==> src/rtl/core/slcd_pkg.sv <==
// shared types and constants for the sync, length and checksum deframer
package slcd_pkg;

    // parser phase of the front part
    typedef enum logic [2:0] {
        PH_SYNC1 = 3'd0,
        PH_SYNC2 = 3'd1,
        PH_LEN   = 3'd2,
        PH_FUNC  = 3'd3,
        PH_DATA  = 3'd4
    } phase_t;

    // configuration register indexes
    localparam logic [7:0] REG_FIRST_SYNC  = 8'd0;
    localparam logic [7:0] REG_SECOND_SYNC = 8'd1;

    // reset values of the sync byte registers
    localparam logic [7:0] FIRST_SYNC_RST  = 8'h7E;
    localparam logic [7:0] SECOND_SYNC_RST = 8'h23;

    // header bytes counted in the length byte
    localparam logic [7:0] HDR_BYTES = 8'd4;

    // payload store write from the front part
    typedef struct packed {
        logic       en;
        logic       bank;
        logic [7:0] addr;
        logic [7:0] data;
    } mem_wr_t;

    // one validated frame waiting to be drained
    typedef struct packed {
        logic [7:0] func;
        logic [7:0] plen;
        logic       bank;
    } frame_desc_t;

    // bank handed back by the back part
    typedef struct packed {
        logic en;
        logic bank;
    } bank_rel_t;

endpackage

==> src/rtl/core/slcd_front.sv <==
// front part: sync hunt, header capture, payload store writes and checksum test
module slcd_front #(
    parameter int BUFFER_BYTES = 64
) (
    input  logic                 clk,
    input  logic                 rst_n,
    input  logic                 in_valid,
    output logic                 in_stall,
    input  logic [7:0]           rx_byte,
    input  logic                 cfg_valid,
    input  logic [7:0]           cfg_index,
    input  logic [7:0]           cfg_data,
    input  slcd_pkg::bank_rel_t  rel,
    output slcd_pkg::mem_wr_t    mem_wr,
    output logic                 push,
    output slcd_pkg::frame_desc_t push_desc
);

    localparam int IW = $clog2(BUFFER_BYTES);

    slcd_pkg::phase_t phase_reg, phase_next;
    logic [7:0]    first_sync_reg;
    logic [7:0]    second_sync_reg;
    logic [7:0]    len_reg, len_next;
    logic [7:0]    func_reg, func_next;
    logic [7:0]    sum_reg, sum_next;
    logic [IW-1:0] fill_reg, fill_next;
    logic          wr_bank_reg, wr_bank_next;
    logic [1:0]    busy_reg, busy_next;

    logic          accept;
    logic [7:0]    dlen;
    logic [7:0]    plen;
    logic          bad_len;

    // a data byte waits while its bank is still being drained
    assign in_stall = (phase_reg == slcd_pkg::PH_DATA) && busy_reg[wr_bank_reg];
    assign accept   = in_valid && !in_stall;

    // data length checks
    assign dlen    = (len_reg >= slcd_pkg::HDR_BYTES) ? (len_reg - slcd_pkg::HDR_BYTES) : 8'd0;
    assign bad_len = (dlen == 8'd0) || ({1'b0, dlen} > 9'(BUFFER_BYTES));
    assign plen    = dlen - 8'd1;

    // configuration registers
    always_ff @(posedge clk or negedge rst_n)
    begin
        if (!rst_n)
        begin
            first_sync_reg  <= slcd_pkg::FIRST_SYNC_RST;
            second_sync_reg <= slcd_pkg::SECOND_SYNC_RST;
        end
        else if (cfg_valid)
        begin
            if (cfg_index == slcd_pkg::REG_FIRST_SYNC)
                first_sync_reg <= cfg_data;
            else if (cfg_index == slcd_pkg::REG_SECOND_SYNC)
                second_sync_reg <= cfg_data;
        end
    end

    // parser state
    always_ff @(posedge clk or negedge rst_n)
    begin
        if (!rst_n)
        begin
            phase_reg   <= slcd_pkg::PH_SYNC1;
            len_reg     <= 8'd0;
            func_reg    <= 8'd0;
            sum_reg     <= 8'd0;
            fill_reg    <= '0;
            wr_bank_reg <= 1'b0;
            busy_reg    <= 2'b00;
        end
        else
        begin
            phase_reg   <= phase_next;
            len_reg     <= len_next;
            func_reg    <= func_next;
            sum_reg     <= sum_next;
            fill_reg    <= fill_next;
            wr_bank_reg <= wr_bank_next;
            busy_reg    <= busy_next;
        end
    end

    // next state, store writes and frame hand-off
    always_comb
    begin
        phase_next   = phase_reg;
        len_next     = len_reg;
        func_next    = func_reg;
        sum_next     = sum_reg;
        fill_next    = fill_reg;
        wr_bank_next = wr_bank_reg;
        busy_next    = busy_reg;
        mem_wr.en    = 1'b0;
        mem_wr.bank  = wr_bank_reg;
        mem_wr.addr  = 8'(fill_reg);
        mem_wr.data  = rx_byte;
        push         = 1'b0;
        push_desc.func = func_reg;
        push_desc.plen = plen;
        push_desc.bank = wr_bank_reg;

        if (rel.en)
            busy_next[rel.bank] = 1'b0;

        if (accept)
        begin
            case (phase_reg)
                slcd_pkg::PH_SYNC1:
                begin
                    if (rx_byte == first_sync_reg)
                    begin
                        sum_next   = rx_byte;
                        phase_next = slcd_pkg::PH_SYNC2;
                    end
                end
                slcd_pkg::PH_SYNC2:
                begin
                    if (rx_byte == second_sync_reg)
                    begin
                        sum_next   = sum_reg + rx_byte;
                        phase_next = slcd_pkg::PH_LEN;
                    end
                    else
                        phase_next = slcd_pkg::PH_SYNC1;
                end
                slcd_pkg::PH_LEN:
                begin
                    len_next   = rx_byte;
                    sum_next   = sum_reg + rx_byte;
                    phase_next = slcd_pkg::PH_FUNC;
                end
                slcd_pkg::PH_FUNC:
                begin
                    func_next  = rx_byte;
                    sum_next   = sum_reg + rx_byte;
                    fill_next  = '0;
                    phase_next = slcd_pkg::PH_DATA;
                end
                slcd_pkg::PH_DATA:
                begin
                    if (bad_len)
                        phase_next = slcd_pkg::PH_SYNC1;
                    else if (8'(fill_reg) < plen)
                    begin
                        mem_wr.en = 1'b1;
                        sum_next  = sum_reg + rx_byte;
                        fill_next = fill_reg + 1'b1;
                    end
                    else
                    begin
                        // checksum byte
                        if (sum_reg == rx_byte)
                        begin
                            push                    = 1'b1;
                            busy_next[wr_bank_reg]  = 1'b1;
                            wr_bank_next            = !wr_bank_reg;
                        end
                        fill_next  = '0;
                        phase_next = slcd_pkg::PH_SYNC1;
                    end
                end
                default:
                    phase_next = slcd_pkg::PH_SYNC1;
            endcase
        end
    end

endmodule

==> src/rtl/core/slcd_queue.sv <==
// two-entry queue of validated frames between the front and back parts
module slcd_queue (
    input  logic                  clk,
    input  logic                  rst_n,
    input  logic                  push,
    input  slcd_pkg::frame_desc_t push_desc,
    input  logic                  pop,
    output logic                  not_empty,
    output slcd_pkg::frame_desc_t head
);

    slcd_pkg::frame_desc_t entry_reg [2];
    logic       wr_ptr_reg;
    logic       rd_ptr_reg;
    logic [1:0] count_reg;

    assign not_empty = (count_reg != 2'd0);
    assign head      = entry_reg[rd_ptr_reg];

    // entry storage
    always_ff @(posedge clk)
    begin
        if (push)
            entry_reg[wr_ptr_reg] <= push_desc;
    end

    // pointers and occupancy
    always_ff @(posedge clk or negedge rst_n)
    begin
        if (!rst_n)
        begin
            wr_ptr_reg <= 1'b0;
            rd_ptr_reg <= 1'b0;
            count_reg  <= 2'd0;
        end
        else
        begin
            if (push)
                wr_ptr_reg <= !wr_ptr_reg;
            if (pop)
                rd_ptr_reg <= !rd_ptr_reg;
            case ({push, pop})
                2'b10:   count_reg <= count_reg + 2'd1;
                2'b01:   count_reg <= count_reg - 2'd1;
                default: count_reg <= count_reg;
            endcase
        end
    end

endmodule

==> src/rtl/core/slcd_back.sv <==
// back part: two-bank payload store and the drain of each frame as results
module slcd_back #(
    parameter int BUFFER_BYTES = 64
) (
    input  logic                  clk,
    input  logic                  rst_n,
    input  slcd_pkg::mem_wr_t     mem_wr,
    input  logic                  q_not_empty,
    input  slcd_pkg::frame_desc_t q_head,
    output logic                  q_pop,
    output slcd_pkg::bank_rel_t   rel,
    output logic                  out_valid,
    input  logic                  out_stall,
    output logic [7:0]            func_code,
    output logic [7:0]            payload_byte,
    output logic [5:0]            byte_index,
    output logic                  has_payload,
    output logic                  last
);

    localparam int IW    = $clog2(BUFFER_BYTES);
    localparam int AW    = IW + 1;
    localparam int DEPTH = 2 ** AW;

    logic [7:0]    mem [DEPTH];
    logic [7:0]    rdata_reg;

    // current frame
    logic          active_reg;
    logic [7:0]    func_reg;
    logic [7:0]    plen_reg;
    logic          bank_reg;
    logic [IW-1:0] cnt_reg;

    // read stage
    logic          rd_valid_reg;
    logic [7:0]    rd_func_reg;
    logic [5:0]    rd_idx_reg;
    logic          rd_has_reg;
    logic          rd_last_reg;

    // output register
    logic          out_valid_reg;
    logic [7:0]    out_func_reg;
    logic [7:0]    out_byte_reg;
    logic [5:0]    out_idx_reg;
    logic          out_has_reg;
    logic          out_last_reg;

    logic          out_free;
    logic          rd_free;
    logic          issue;
    logic          issue_last;
    logic          issue_has;
    logic [AW-1:0] raddr;
    logic [AW-1:0] waddr;

    assign out_free   = !out_valid_reg || !out_stall;
    assign rd_free    = !rd_valid_reg || out_free;
    assign issue      = active_reg && rd_free;
    assign issue_has  = (plen_reg != 8'd0);
    assign issue_last = !issue_has || (8'(cnt_reg) + 8'd1 == plen_reg);
    assign q_pop      = !active_reg && q_not_empty;
    assign rel.en     = issue && issue_last;
    assign rel.bank   = bank_reg;
    assign raddr      = {bank_reg, cnt_reg};
    assign waddr      = {mem_wr.bank, mem_wr.addr[IW-1:0]};

    // payload store, one write and one registered read
    always_ff @(posedge clk)
    begin
        if (mem_wr.en)
            mem[waddr] <= mem_wr.data;
        if (issue && issue_has)
            rdata_reg <= mem[raddr];
    end

    // frame sequencer
    always_ff @(posedge clk or negedge rst_n)
    begin
        if (!rst_n)
            active_reg <= 1'b0;
        else if (q_pop)
            active_reg <= 1'b1;
        else if (issue && issue_last)
            active_reg <= 1'b0;
    end

    always_ff @(posedge clk)
    begin
        if (q_pop)
        begin
            func_reg <= q_head.func;
            plen_reg <= q_head.plen;
            bank_reg <= q_head.bank;
            cnt_reg  <= '0;
        end
        else if (issue)
            cnt_reg <= cnt_reg + 1'b1;
    end

    // read stage control
    always_ff @(posedge clk or negedge rst_n)
    begin
        if (!rst_n)
            rd_valid_reg <= 1'b0;
        else if (rd_free)
            rd_valid_reg <= issue;
    end

    always_ff @(posedge clk)
    begin
        if (issue)
        begin
            rd_func_reg <= func_reg;
            rd_idx_reg  <= 6'(cnt_reg);
            rd_has_reg  <= issue_has;
            rd_last_reg <= issue_last;
        end
    end

    // output register
    always_ff @(posedge clk or negedge rst_n)
    begin
        if (!rst_n)
            out_valid_reg <= 1'b0;
        else if (out_free)
            out_valid_reg <= rd_valid_reg;
    end

    always_ff @(posedge clk)
    begin
        if (out_free && rd_valid_reg)
        begin
            out_func_reg <= rd_func_reg;
            out_byte_reg <= rd_has_reg ? rdata_reg : 8'd0;
            out_idx_reg  <= rd_idx_reg;
            out_has_reg  <= rd_has_reg;
            out_last_reg <= rd_last_reg;
        end
    end

    assign out_valid    = out_valid_reg;
    assign func_code    = out_func_reg;
    assign payload_byte = out_byte_reg;
    assign byte_index   = out_idx_reg;
    assign has_payload  = out_has_reg;
    assign last         = out_last_reg;

endmodule

==> src/rtl/core/sync_length_checksum_deframer.sv <==
// top level of the sync, length and checksum deframer
//
//  channel  | signals                                            | direction
//  ---------+----------------------------------------------------+----------
//  input    | in_valid, in_stall, rx_byte                        | in
//  output   | out_valid, out_stall, func_code, payload_byte,     | out
//           | byte_index, has_payload, last                      |
//  config   | cfg_valid, cfg_ready, cfg_index, cfg_data          | in
//
// every received byte is taken while in_stall is low; a good frame is emitted
// from its two-bank store one result per cycle while out_stall is low, after a
// queue pop; a frame of n results (one for a frame with no payload) drains
// behind its checksum byte.
// data bytes stall only while the bank they go to is still being drained.
// reset clears the parser, the queue and the drain; the store needs no clearing.
module sync_length_checksum_deframer #(
    parameter int BUFFER_BYTES = 64
) (
    input  logic       clk,
    input  logic       rst_n,
    input  logic       in_valid,
    output logic       in_stall,
    input  logic [7:0] rx_byte,
    output logic       out_valid,
    input  logic       out_stall,
    output logic [7:0] func_code,
    output logic [7:0] payload_byte,
    output logic [5:0] byte_index,
    output logic       has_payload,
    output logic       last,
    input  logic       cfg_valid,
    output logic       cfg_ready,
    input  logic [7:0] cfg_index,
    input  logic [7:0] cfg_data
);

    slcd_pkg::mem_wr_t     mem_wr;
    slcd_pkg::bank_rel_t   rel;
    slcd_pkg::frame_desc_t push_desc;
    slcd_pkg::frame_desc_t q_head;
    logic                  push;
    logic                  q_pop;
    logic                  q_not_empty;

    // configuration requests are always taken
    assign cfg_ready = 1'b1;

    // parser
    slcd_front #(
        .BUFFER_BYTES (BUFFER_BYTES)
    ) u_front (
        .clk       (clk),
        .rst_n     (rst_n),
        .in_valid  (in_valid),
        .in_stall  (in_stall),
        .rx_byte   (rx_byte),
        .cfg_valid (cfg_valid),
        .cfg_index (cfg_index),
        .cfg_data  (cfg_data),
        .rel       (rel),
        .mem_wr    (mem_wr),
        .push      (push),
        .push_desc (push_desc)
    );

    // frame queue
    slcd_queue u_queue (
        .clk       (clk),
        .rst_n     (rst_n),
        .push      (push),
        .push_desc (push_desc),
        .pop       (q_pop),
        .not_empty (q_not_empty),
        .head      (q_head)
    );

    // drain
    slcd_back #(
        .BUFFER_BYTES (BUFFER_BYTES)
    ) u_back (
        .clk          (clk),
        .rst_n        (rst_n),
        .mem_wr       (mem_wr),
        .q_not_empty  (q_not_empty),
        .q_head       (q_head),
        .q_pop        (q_pop),
        .rel          (rel),
        .out_valid    (out_valid),
        .out_stall    (out_stall),
        .func_code    (func_code),
        .payload_byte (payload_byte),
        .byte_index   (byte_index),
        .has_payload  (has_payload),
        .last         (last)
    );

endmodule

==> config.mk <==
export PLATFORM = sky130hd
export DESIGN_NAME = sync_length_checksum_deframer
export DESIGN_NICKNAME = d
export VERILOG_FILES = /design/src/rtl/core/slcd_pkg.sv /design/src/rtl/core/slcd_front.sv /design/src/rtl/core/slcd_queue.sv /design/src/rtl/core/slcd_back.sv /design/src/rtl/core/sync_length_checksum_deframer.sv
export SDC_FILE = /design/constraint.sdc
export NUM_CORES = 1
export LEC_CHECK = 0
export ABC_AREA = 1
export BUFFER_PORTS_ARGS = -buffer_cell sky130_fd_sc_hd__buf_2
export CAP_MARGIN = 20
export CORE_MARGIN = 5
export CORE_UTILIZATION = 30
export DETAILED_ROUTE_END_ITERATION = 7
export SETUP_SLACK_MARGIN = 0.3
export SYNTH_ARGS = -nofsm -noshare
export SYNTH_HDL_FRONTEND = slang
export SYNTH_SLANG_ARGS = --single-unit
==> constraint.sdc <==
create_clock -name clk -period 4.8 [get_ports clk]
set_input_delay 0.96 -clock clk [delete_from_list [all_inputs] [get_ports clk]]
set_output_delay 0.96 -clock clk [all_outputs]
set_load 0.05 [all_outputs]
# Word level (Yosys, flattened, before mapping)
# Memories as Yosys holds them, arrays and structs flattened. A register that Yosys moved wholly into a read port is not among the register bits.
# Cells that the tools add are included.
totals:
  regBits: 105
  ram_bits: 1058
  in_bits: 29
  out_inout_bits: 27
  wordCells: 146
  memories: 2
classes:
  n_addsub: 8
  n_lt_le_gt_ge: 7
  n_eq_ne: 16
  mux: 42
  n_bitwise: 6
  reduce_logical: 40
mem_list:
  columns: ["memory", "words", "width", "read_ports", "rd_clocked_by_memory_dff", "wr", "line", "source"]
  rows:
  - ["u_back.mem", 128, 8, 1, 1, 1, "slcd_back.sv:25", "logic [7:0] mem [DEPTH];"]
  - ["u_queue.entry_reg", 2, 17, 1, 1, 1, "slcd_queue.sv:12", "slcd_pkg::frame_desc_t entry_reg [2];"]
ops:
  columns: ["cell", "count"]
  rows:
  - ["$mux W8", 5]
  - ["$eq A8 B8 Y1", 4]
  - ["$pmux W8 S4", 1]
  - ["$mux W1", 19]
  - ["$logic_not A8 Y1", 2]
  - ["$pmux W3 S5", 1]
  - ["$mux W2", 7]
  - ["$add A6 B1 Y6 const B", 2]
  - ["$mux W6", 2]
  - ["$pmux W6 S2", 1]
  - ["$logic_and A1 B1 Y1", 9]
  - ["$logic_not A1 Y1", 9]
  - ["$mux W3", 3]
  - ["$reduce_and A3 Y1", 3]
  - ["$add A8 B8 Y8", 1]
  - ["$eq A8 B1 Y1 const B", 1]
  - ["$ge A8 B3 Y1 const B", 1]
  - ["$gt A8 B7 Y1 const B", 1]
  - ["$lt A6 B8 Y1", 1]
  - ["$reduce_bool A2 Y1", 4]
  - ["$reduce_bool A8 Y1", 1]
  - ["$sub A8 B1 Y8 const B", 1]
  - ["$sub A8 B3 Y8 const B", 1]
  - ["$add A6 B1 Y7 const B", 1]
  - ["25 further kinds", 38]

# Longest topological paths before layout
depth:
  depth_word: 13
  depth_mapped: 22
  mapped_depth_nobuf: 22

# Cells and area by module
# From an unflattened synthesis, not the netlist that was laid out.
unflattened:
  cells_unflattened: 4305
  area_unflattened_um2: 49373.6
by_module_without_submodules:
  columns: ["mod", "n_inst", "cells_each", "area_each_um2", "seq_area_each_um2"]
  rows:
  - ["slcd_back", 1, 3726, 44365.0, 32896.6]
  - ["slcd_front", 1, 465, 3453.3, 1312.5]
  - ["slcd_queue", 1, 112, 1544.0, 1121.1]
  - ["sync_length_checksum_deframer", 1, 2, 11.3, 0.0]

# Worst setup path before layout
# Ideal clock, no wire load.
synth_timing:
  kind: "reg-to-reg"
  from: "register u_front.len_reg[2]"
  to: "memory u_back.mem[106][0], enable pin"
  setup_ns: 0.370
  arrival_time_ns: 3.422
  required_time_ns: 4.430
  setup_slack_ns: 1.008
  path_stages_with_launch: 22
  n_path_buf: 1
  period_less_slack_ns: 3.792
  cell_sequence: "dfrtp_1 inv_2 ha_1 nand3_2 inv_2 nand2_4 nand2_1 ha_1 or2_2 nand2_1 inv_1 ha_1 nand2_1 inv_1 nand2_1 nand2_1 nand2_1 nand2_2 a21oi_4 nand4_4 buf_6 nor2_1"
synth_rtl:
  columns: ["item", "line", "source"]
  rows:
  - ["from (decl)", "slcd_front.sv:24", "logic [7:0] len_reg, len_next;"]
  - ["from (signal assigned)", "slcd_front.sv:78", "len_reg <= len_next;"]
  - ["to (decl)", "slcd_back.sv:25", null]

==> reports/metrics.json <==
{
  "critical_path.endpoint_type": {"value": "register"},
  "critical_path_required": {"value": 5160, "unit": "ps"},
  "ys.flop_type": {"value": "sky130_fd_sc_hd__edfxtp_1"},
  "grt_use_total": {"value": 0.1513},
  "htree_num_levels": {"value": 3},
  "irDropWorstVdd": {"value": 0.0004472, "unit": "V"},
  "layout.cell_area.non_filler": {"value": 0.05395, "unit": "mm^2"},
  "synth-edff-count": {"value": 1123},
  "antenna_found_initial": {"value": 4},
  "mappedNetlistArea": {"value": 0.04761, "unit": "mm^2"},
  "synth_cells": {"value": 3739},
  "cts.hold.buffers_added": {"value": 0},
  "synthesis.area_per_instance": {"value": 12.73, "unit": "um^2"},
  "synthToLayoutAreaGrowth": {"value": 13.32, "unit": "%"},
  "worst_hold_path_type": {"value": "in2async"},
  "cts_buffers": {"value": 114},
  "initial_core_util": {"value": 0.3013},
  "reg2reg_depth": {"value": 21},
  "yosys_register_bits": {"value": 1188},
  "cap_viol_max_count": {"value": 0},
  "start_kind": {"value": "register"},
  "tritoncts_clock_tree": {"value": "yes"},
  "timing.final.crit_share": {"value": 0.9151},
  "chipHeight": {"value": 408.4, "unit": "um"},
  "rsz0062_at_grt": {"value": "true"},
  "die_w": {"value": 408.4, "unit": "um"},
  "grt_start_max_net_pins": {"value": 197},
  "shortest_clock_period_the_worst_path_allows_after_layout": {"value": 4393, "unit": "ps"},
  "worstReg2RegStart": {"value": "u_front.len_reg[2]"},
  "boundaryPins": {"value": 56},
  "flip_flop_count_of_the_largest_register_all_copies_and_words_added": {"value": 1024},
  "grt_first_pass_wirelength": {"value": 193600, "unit": "um"},
  "power_density": {"value": 567.0, "unit": "mW/mm^2"},
  "post_drt_wl_per_cell": {"value": 22.24, "unit": "um"},
  "number_of_nets_in_the_synthesized_netlist": {"value": 3788},
  "drt-initial-drc-count": {"value": 3200},
  "final_nets": {"value": 3782},
  "wirelength": {"value": 131200, "unit": "um"},
  "drive_above_1_share": {"value": 0.1129},
  "fp.dieArea": {"value": 0.1668, "unit": "mm^2"},
  "core_area": {"value": 0.1580, "unit": "mm^2"},
  "fmax": {"value": 0.2277, "unit": "GHz"},
  "clk_pin_slew_worst_paths": {"value": 60, "unit": "ps"},
  "setup-tns-final": {"value": 0, "unit": "ps"},
  "via_count": {"value": 30560},
  "worst_slew_margin_rel": {"value": 0.2999},
  "port-buffer-count": {"value": 54},
  "synth_top_cells_by_count": {"value": "sky130_fd_sc_hd__edfxtp_1 (1123), sky130_fd_sc_hd__nor2_1 (659), sky130_fd_sc_hd__o21ai_0 (542), sky130_fd_sc_hd__nand2_1 (395), sky130_fd_sc_hd__o22ai_1 (251)"},
  "worst_ep_arrival_time": {"value": 4750, "unit": "ps"},
  "worst_setup_path_startpoint": {"value": "u_front.len_reg[2]"},
  "via_per_inst": {"value": 5.180},
  "antenna_left": {"value": 0},
  "async_flop_share": {"value": 0.04966},
  "crit_path_max_fanout": {"value": 16},
  "timing.rr.end": {"value": "u_back.mem[14][3]"},
  "netlist_top_cells_area": {"value": "sky130_fd_sc_hd__edfxtp_1 (71%), sky130_fd_sc_hd__o21ai_0 (5.7%), sky130_fd_sc_hd__nor2_1 (5.2%)"},
  "number_of_global_route_vias_before_repair": {"value": 30390},
  "cts.path.max_buffers": {"value": 3},
  "cts_root_buffer": {"value": "sky130_fd_sc_hd__clkbuf_16"},
  "finalHoldViolations": {"value": 0},
  "synth.yosys.warnings": {"value": 0},
  "post-synth-top-count-cell": {"value": "sky130_fd_sc_hd__edfxtp_1"},
  "insertion_delay": {"value": 730, "unit": "ps"},
  "sink_count_of_the_clock_tree": {"value": 1188},
  "post-synth-top-area-cell": {"value": "sky130_fd_sc_hd__edfxtp_1"},
  "finalSetupViolations": {"value": 0},
  "timing.setup.critical_path_class": {"value": "reg2reg"},
  "final_max_slew_viol_count": {"value": 0},
  "hpwlAfterDp": {"value": 78240, "unit": "um"},
  "post-route-drc-count": {"value": 0},
  "grt.overflow.total": {"value": 0},
  "post_placement_cell_area": {"value": 0.05015, "unit": "mm^2"},
  "firstDrtPassIters": {"value": 6},
  "final.setup_skew": {"value": 56.41, "unit": "ps"},
  "worst_pin_slew": {"value": 1050, "unit": "ps"},
  "yosysUniqueCellTypes": {"value": 45},
  "timing.reg2reg.setup_slack": {"value": 410, "unit": "ps"},
  "gp_routability_congestion": {"value": 0.8710},
  "synth_largest_type_area_fraction": {"value": 0.7083},
  "ys_seq_area_frac": {"value": 0.7420},
  "run_status": {"value": "complete, no violations"},
  "rows": {"value": 146},
  "cellLeakagePower": {"value": 0.01746, "unit": "uW"}
}
[layout by cell type (no fill, tap or decap), types with 4 or more instances in the layout]
| master | netlist | layout |
|---|---|---|
| sky130_fd_sc_hd__edfxtp_1 | 1123 | 1123 |
| sky130_fd_sc_hd__nor2_1 | 659 | 558 |
| sky130_fd_sc_hd__o21ai_0 | 542 | 542 |
| sky130_fd_sc_hd__nand2_1 | 395 | 393 |
| sky130_fd_sc_hd__o22ai_1 | 251 | 251 |
| sky130_fd_sc_hd__clkbuf_16 | 0 | 116 |
| sky130_fd_sc_hd__nor2_2 | 5 | 106 |
| sky130_fd_sc_hd__nand3_1 | 92 | 92 |
| sky130_fd_sc_hd__o221ai_1 | 90 | 90 |
| sky130_fd_sc_hd__inv_1 | 81 | 77 |
| sky130_fd_sc_hd__a21oi_1 | 76 | 75 |
| sky130_fd_sc_hd__buf_4 | 2 | 55 |
| sky130_fd_sc_hd__dfrtp_1 | 50 | 50 |
| sky130_fd_sc_hd__buf_2 | 2 | 46 |
| sky130_fd_sc_hd__clkinv_1 | 4 | 36 |
| sky130_fd_sc_hd__clkinv_2 | 0 | 28 |
| sky130_fd_sc_hd__xnor2_1 | 19 | 19 |
| sky130_fd_sc_hd__ha_1 | 19 | 19 |
| sky130_fd_sc_hd__clkbuf_1 | 217 | 18 |
| sky130_fd_sc_hd__xor2_1 | 17 | 17 |
| sky130_fd_sc_hd__buf_12 | 0 | 12 |
| sky130_fd_sc_hd__nand4_1 | 10 | 10 |
| sky130_fd_sc_hd__nand2_2 | 7 | 9 |
| sky130_fd_sc_hd__dfstp_2 | 9 | 9 |
| sky130_fd_sc_hd__nand4_4 | 8 | 8 |
| sky130_fd_sc_hd__or2_2 | 6 | 6 |
| sky130_fd_sc_hd__inv_2 | 4 | 5 |
| sky130_fd_sc_hd__nor4_1 | 5 | 5 |
| sky130_fd_sc_hd__clkinvlp_4 | 0 | 5 |
| sky130_fd_sc_hd__nor3_1 | 4 | 4 |
| sky130_fd_sc_hd__bufinv_16 | 0 | 4 |
[routing by layer]
metal	global-route usage	vias up	routed length, um
met1	0.1888	15210	52200
met4	0.06669	0	5474
met3	0.02907	241	9697
li1	-	13780	-
met5	0	-	0
met2	0.2562	1334	63820
[layout make-up]
class	count	area, um^2
Antenna cell	1	2.502
Clock buffer	135	2984
Clock inverter	74	520.5
Fill cell	15220	104100
Inverter	90	355.3
Multi-Input combinational cell	2224	11240
Sequential cell	1188	35340
Tap cell	2072	2592
Timing Repair Buffer	115	913.4
[cell families after synthesis]
logic type | count (synthesis) | share of synthesized area
xor gates and xnor gates | 36 | 0.006622
AOI/OAI and AO/OA | 971 | 0.1165
DFF | 1188 | 0.7420
buffers and inverters | 327 | 0.02730
adders and majority gates | 20 | 0.005414
other | 1 | 0.00007876
and+or+nand+nor | 1196 | 0.1020
[report_power, final]
part	leakage, uW	switching, uW	internal (uW)
sequential	0.0109	379	11800
clock	0.00172	3820	4650
combinational	0.00483	7250	2710
total	0.0175	11400	19100
[how the worst max path moves through the flow]
| stage | cells past startpoint | end | slack [ps] |
|---|---|---|---|
| floorplan | 21 | u_back.mem[106][0] | 1010 |
| global placement | 21 | u_back.mem[47][1] | 440 |
| detailed placement | 21 | u_back.mem[103][1] | 400 |
| CTS | 21 | u_back.mem[76][3] | 390 |
| global route | 21 | u_back.mem[15][5] | 120 |
| finish | 21 | u_back.mem[14][3] | 410 |
[stage by stage]
stage                     setup slack [ps]  total power [uW]  cells  hold slack (ps)  utilization
after global routing                 115.8             32030   5898            178.5       0.3414
after global placement               440.6             22180   5686            403.3       0.3174
after detailed placement             397.5             22180   5686            404.5       0.3174
after floorplan                       1008             18700   3739            400.3            -
final                                407.4             30590   5899            189.2       0.3415
after CTS                            385.3             30600   5895            395.5       0.3395
[repair_timing]
item,in CTS,in global routing
gates resized for setup,0,100
endpoints found under the setup margin,0,952
setup buffers,0,0
[worst max-delay path: stages, from the launching register on]
cell and delay [ps]:
sky130_fd_sc_hd__dfrtp_1 380, sky130_fd_sc_hd__inv_2 90, sky130_fd_sc_hd__ha_1 250, sky130_fd_sc_hd__nand3_2 120
sky130_fd_sc_hd__inv_2 60, sky130_fd_sc_hd__nand2_4 110, sky130_fd_sc_hd__nand2_1 110, sky130_fd_sc_hd__ha_1 230
sky130_fd_sc_hd__or2_2 300, sky130_fd_sc_hd__nand2_1 100, sky130_fd_sc_hd__inv_1 50, sky130_fd_sc_hd__ha_1 260
sky130_fd_sc_hd__nand2_1 70, sky130_fd_sc_hd__inv_1 40, sky130_fd_sc_hd__nand2_1 50, sky130_fd_sc_hd__nand2_1 50
sky130_fd_sc_hd__nand2_1 70, sky130_fd_sc_hd__nand2_2 100, sky130_fd_sc_hd__a21oi_4 510, sky130_fd_sc_hd__nand4_4 120
sky130_fd_sc_hd__buf_4 350, sky130_fd_sc_hd__nor2_1 600
Note: power is estimated with default switching activity, not from simulation.
